**src/pai_pkg.sv**
```systemverilog
// ----------------------------------------------------------------------------
// pai_pkg: shared types and constants of the positional array
// Request and response layouts, operation and status codes, cell command.
// ----------------------------------------------------------------------------
package pai_pkg;

  // default depth and smallest capacity
  localparam int DEF_MAX_DEPTH    = 1024;
  localparam int DEF_MIN_CAPACITY = 16;

  // field widths
  localparam int POS_W  = 11;
  localparam int WORD_W = 32;
  localparam int KIND_W = 3;
  localparam int STAT_W = 2;

  // reduction group size of the read tree
  localparam int GROUP_N = 32;

  // operation kinds
  localparam logic [KIND_W-1:0] K_INSERT = 3'd0;
  localparam logic [KIND_W-1:0] K_ERASE  = 3'd1;
  localparam logic [KIND_W-1:0] K_GET    = 3'd2;
  localparam logic [KIND_W-1:0] K_SET    = 3'd3;
  localparam logic [KIND_W-1:0] K_RESIZE = 3'd4;

  // status codes
  localparam logic [STAT_W-1:0] ST_OK    = 2'd0;
  localparam logic [STAT_W-1:0] ST_FULL  = 2'd1;
  localparam logic [STAT_W-1:0] ST_RANGE = 2'd2;

  typedef struct packed {
    logic [KIND_W-1:0]        kind;
    logic [POS_W-1:0]         position;
    logic signed [WORD_W-1:0] value;
    logic [POS_W-1:0]         resize_count;
  } req_t;

  typedef struct packed {
    logic signed [WORD_W-1:0] read_value;
    logic [POS_W-1:0]         element_count;
    logic [POS_W-1:0]         capacity_now;
    logic                     is_empty;
    logic [STAT_W-1:0]        status;
  } rsp_t;

  // command broadcast to every cell
  typedef struct packed {
    logic              ins;
    logic              era;
    logic              set;
    logic              fill;
    logic [WORD_W-1:0] value;
  } cell_cmd_t;

endpackage

```
**src/pai_cell.sv**
```systemverilog
// ----------------------------------------------------------------------------
// pai_cell: one entry of the array
// Holds a word, shifts up or down with its neighbors, loads or clears it,
// and offers it to the read tree when the request addresses this entry.
// ----------------------------------------------------------------------------
module pai_cell
  import pai_pkg::*;
#(
  parameter int IDX = 0,
  parameter int XW  = 11
) (
  input  logic              clk,
  input  cell_cmd_t         cmd,
  input  logic [XW-1:0]     pos,
  input  logic [XW-1:0]     fill_lo,
  input  logic [XW-1:0]     fill_hi,
  input  logic [WORD_W-1:0] from_left,
  input  logic [WORD_W-1:0] from_right,
  output logic [WORD_W-1:0] data,
  output logic [WORD_W-1:0] tap
);

  localparam logic [XW-1:0] ME = XW'(IDX);

  logic [WORD_W-1:0] data_next;

  // next entry value
  always_comb begin
    data_next = data;
    if (cmd.ins) begin
      if (ME > pos) data_next = from_left;
      else if (ME == pos) data_next = cmd.value;
    end else if (cmd.era) begin
      if (ME >= pos) data_next = from_right;
    end else if (cmd.set) begin
      if (ME == pos) data_next = cmd.value;
    end else if (cmd.fill) begin
      if (ME >= fill_lo && ME < fill_hi) data_next = '0;
    end
  end

  always_ff @(posedge clk) begin
    data <= data_next;
  end

  // addressed entry goes to the read tree
  assign tap = (ME == pos) ? data : '0;

endmodule

```
**config.mk**
```make
export PLATFORM = sky130hd
export DESIGN_NAME = pai_cell
export DESIGN_NICKNAME = d
export VERILOG_FILES = /design/src/pai_pkg.sv /design/src/pai_cell.sv
export SDC_FILE = /design/constraint.sdc
export NUM_CORES = 1
export LEC_CHECK = 0
export BUFFER_PORTS_ARGS = -buffer_cell sky130_fd_sc_hd__buf_2
export CORE_AREA = 4 4 83 85
export DETAILED_ROUTE_END_ITERATION = 12
export DIE_AREA = 0 0 87 89
export PLACE_DENSITY_LB_ADDON = 0.08
export SLEW_MARGIN = 20
export SYNTH_ARGS = -nofsm -noshare
export SYNTH_HDL_FRONTEND = slang
export SYNTH_SLANG_ARGS = --single-unit
```
**constraint.sdc**
```tcl
create_clock -name clk -period 2.7 [get_ports clk]
set_input_delay 0.405 -clock clk [delete_from_list [all_inputs] [get_ports clk]]
set_output_delay 0.405 -clock clk [all_outputs]
set_load 0.005 [all_outputs]
```
; ---- Yosys cells after proc, flatten, opt, wreduce, memory -nomap -nowiden
; Index checks and enable logic that the tools add are counted.
[word_totals]
register_bits = 32
out_inout_bits = 64
[op_classes]
muxes = 9
n_reduce_logical = 5
order_cmp = 4
n_eq_ne = 1
[op_table]
columns = cell, count
row1 = 32-bit 2-to-1 mux, 9
row2 = "1-bit by 11-bit greater-or-equal comparator with 1-bit output, first input constant", 2
row3 = "1-bit by 11-bit > comparator with 1-bit output, first input constant", 1
row4 = 11-bit zero test, 1
row5 = "1-bit by 11-bit less-than comparator with 1-bit output, first input constant", 1
row6 = 4-bit nonzero test, 2
row7 = "3-bit by 1-bit inequality test with 1-bit output, second input constant", 1
row8 = 3-bit AND reduction, 1
row9 = 1-bit logical AND, 1

; ---- Logic depth before layout (Yosys ltp)
[logic_depth]
word_depth = 7
mapped_depth = 6
ltp_nobuf = 4

; ---- Worst setup path before layout
; No wires, ideal clock.
[synth_path]
kind = input port to flip-flop
from = in pos[6]
to = reg data[0] (enable)
stages = 3
t_arrival_ps = 2440
path_buffers = 0
slack_ps = -176
cell_sequence = nor4_2 -> nand3_1 -> a22oi_1
[synth_between]
elab_chain_cells = 3
[synth_rtl]
columns = item, line_no
row1 = "start, declared", pai_cell.sv:14  ; input logic [XW-1:0] pos,
row2 = 1-bit by 11-bit greater-or-equal comparator with 1-bit output, pai_cell.sv:34  ; if (ME >= pos) data_next = from_right;
row3 = 3-bit by 1-bit inequality test with 1-bit output (no source line), -
row4 = 3-bit AND reduction (no source line), -
row5 = "end signal, assigned", pai_cell.sv:43  ; data <= data_next;
row6 = "end, declared", pai_cell.sv:19  ; output logic [WORD_W-1:0] data,
; No other way between the ends.
; A chain may end at the register's enable or synchronous reset.

; ---- Final worst setup path
[layout_path]
from = in pos[6]
to = out tap[14]
[layout_between]
elab_chain_cells = 2
[layout_rtl]
columns = item, line_no
row1 = 11-bit zero test, pai_cell.sv:47  ; assign tap = (ME == pos) ? data : '0;
row2 = 32-bit 2-to-1 mux, pai_cell.sv:47
row3 = "end, declared", pai_cell.sv:20  ; output logic [WORD_W-1:0] tap
; No other way between the ends.

==> impl_metrics.ini <==
[outcome]
status = finished clean

[final_layout]
largest_reg_flops = 32
nNetsFinal = 490
finalNonFillerCells = 433
top_regs = data: 32 flops
layout-drive-gt1-share_pct = 52.8
top_register = data
post-route-util_pct = 47.9
fin_area_um2 = 2970
final.fill_count = 622
diodes = 0
areaGrowthSynthToFinish_pct = 48.7

[timing]
hold_viol = 0
timing.hold.ws_ns = 0.394
timing.fmax_mhz = 472
clock_skew_ns = 0
setup_ws_ns = 0.582
rsz0062_at_grt = no
fin_crit_sh_pct = 78.4
tns_ns = 0
slew_viol_final = 0
finalSetupViolations = 0
worst_slew_pin_slew_ns = 0.540
timing.slew.headroom_pct = 63.9
min_period_ns = 2.12

[placed_design]
placedInstanceArea_um2 = 2890
place.detailed.hpwl_mm = 4.73
port_buffers = 165
gp_congestion = 0.706
placedCellCount = 426
place_ws_ns = 0.555

[die]
die_area_um2 = 7740
die-height_um = 89
coreArea_um2 = 6200
die_w_um = 87
rows = 29
start_util_pct = 32.2
io_pins = 198

[route]
wl_per_cell_um = 14.1
drtPass1Iterations = 4
drtAntennaViolNets = 0
post-route-drc-count = 0
vias_per_cell = 4.62
drtIter0Drc = 68
finalWirelength_mm = 6.12
vias = 1999

[min_path]
hold_end = data[5]$_DFFE_PP_
hold_class = input port to flop
min_from = from_right[5]
hold_depth = 3

[cts]
cts_max_path_buffers = 2
cts_max_level = 2
cts-root-buf = clkbuf_8
cts_sinks = 32
cts_buffers = 5
cts_setup_buffers = 0
ctsResizeCount = 0
clk_pin_slew_worst_paths_ns = 0.07
ctsHoldBuffers = 0
clock_latency_ns = 0.27
cts_tree = built

[power]
p_leak_nw = 1.38
vdd_drop_max_mv = 0.183
power_mw = 1.27
power_density_nw_per_um2 = 428

[worst_setup_path]
critPathKind = input port to output port
rr_worst_depth = 2
end_kind = output port
r2r-end = data[12]$_DFFE_PP_
cp_data_required_time_ns = 2.30
cp_max_fo = 30
cp.arrival_ns = 1.71
critPathLaunchType = input port
rrSetupSlack_ns = 1.77
rr_startpoint = data[12]$_DFFE_PP_

[synth]
synthArstFlopShare_pct = 0
synth-seq-cells = 32
yosys-top-cells-area = edfxtp_1 (48%), mux2i_1 (16%), and2_1 (10%)
synth_top_area_cell = edfxtp_1
synth.top_cell.area_share_pct = 48.1
postSynthAreaPerCell_um2 = 10.5
netlist_area_um2 = 2000
synthDistinctLibCells = 21
synth_ff_type = edfxtp_1
synth_nets = 325
synth_warnings = 0
synthTopCellsByCount = and2_1 (32), edfxtp_1 (32), mux2i_1 (32), nand2_1 (32), o21ai_1 (24)
ys_seq_area_share_pct = 48.1
synth_cells = 191
synth_edf_count = 32

[global_route]
track_usage_pct = 15.6
grt-ovfl-total = 0
grt_max_degree = 35
grt_pass1_vias = 1962
grt_pass1_wl_mm = 9.41
antenna_found_initial = 0

[run]
maxCapViolations = 0
cell type report:
type                       count  area, µm²  area share [%]
sequential                    32        961            32.4
multi-input combinational    145        948            31.9
timing repair buffer         171        883            29.7
tap                           77       96.3            3.24
clock buffer                   6       72.6            2.44
clock inverter                 1       5.00           0.168
inverter                       1       3.75           0.126
metal layers:
layer  GRT usage [%]  wire, µm  up-vias
met5               0         0        -
met4            3.82        57        0
met3            4.52       544        6
met2            28.0      3140       86
met1            18.3      2380      895
li1                -         -     1012
worst max-delay path: stages:
cell	delay [ns]
buf_2	0.10
nor4_2	0.30
and3_2	0.27
buf_4	0.33
and2_1	0.18
buf_2	0.11
cell families (layout without fill, tap and decap cells):
family | count (synthesis) | in the layout | synth area share [%]
muxes | 32 | 32 | 16.0
buffers and inverters | 14 | 179 | 5.45
DFF | 32 | 32 | 48.1
and+or+nand+nor | 79 | 79 | 21.0
AOI/OAI and AO/OA | 34 | 34 | 9.39
worst max path at each step:
stage                     startpoint                 to
after floorplan               pos[6]  data[0]$_DFFE_PP_
after global placement        pos[6]             tap[4]
after detailed placement      pos[6]             tap[9]
after CTS                     pos[6]             tap[9]
after global routing          pos[4]             tap[9]
final                         pos[6]            tap[14]
placed cells by master, fill, tap and decap left out:
master	n
o21ai_0	4
nor4_1	4
and3_2	1
mux2i_1	32
a21oi_4	1
nand3_1	2
nor2_2	1
buf_2	165
inv_2	1
edfxtp_1	32
nor4b_1	1
clkbuf_1	1
nand2_1	32
buf_12	1
nand4_1	1
buf_4	5
clkinv_2	1
and2_1	32
nor4_2	2
a22oi_2	1
clkbuf_8	5
nor3_1	3
o21ai_2	4
o21ai_1	24
power breakdown:
group          switching, mW  leakage [nW]  internal (mW)  total (mW)
Clock                  0.168        0.0410          0.175       0.343
Combinational          0.120          1.01          0.136       0.257
Sequential            0.0411         0.333          0.629       0.670
Total                  0.330          1.38          0.940        1.27
Note: power is estimated with default switching activity, not from simulation.
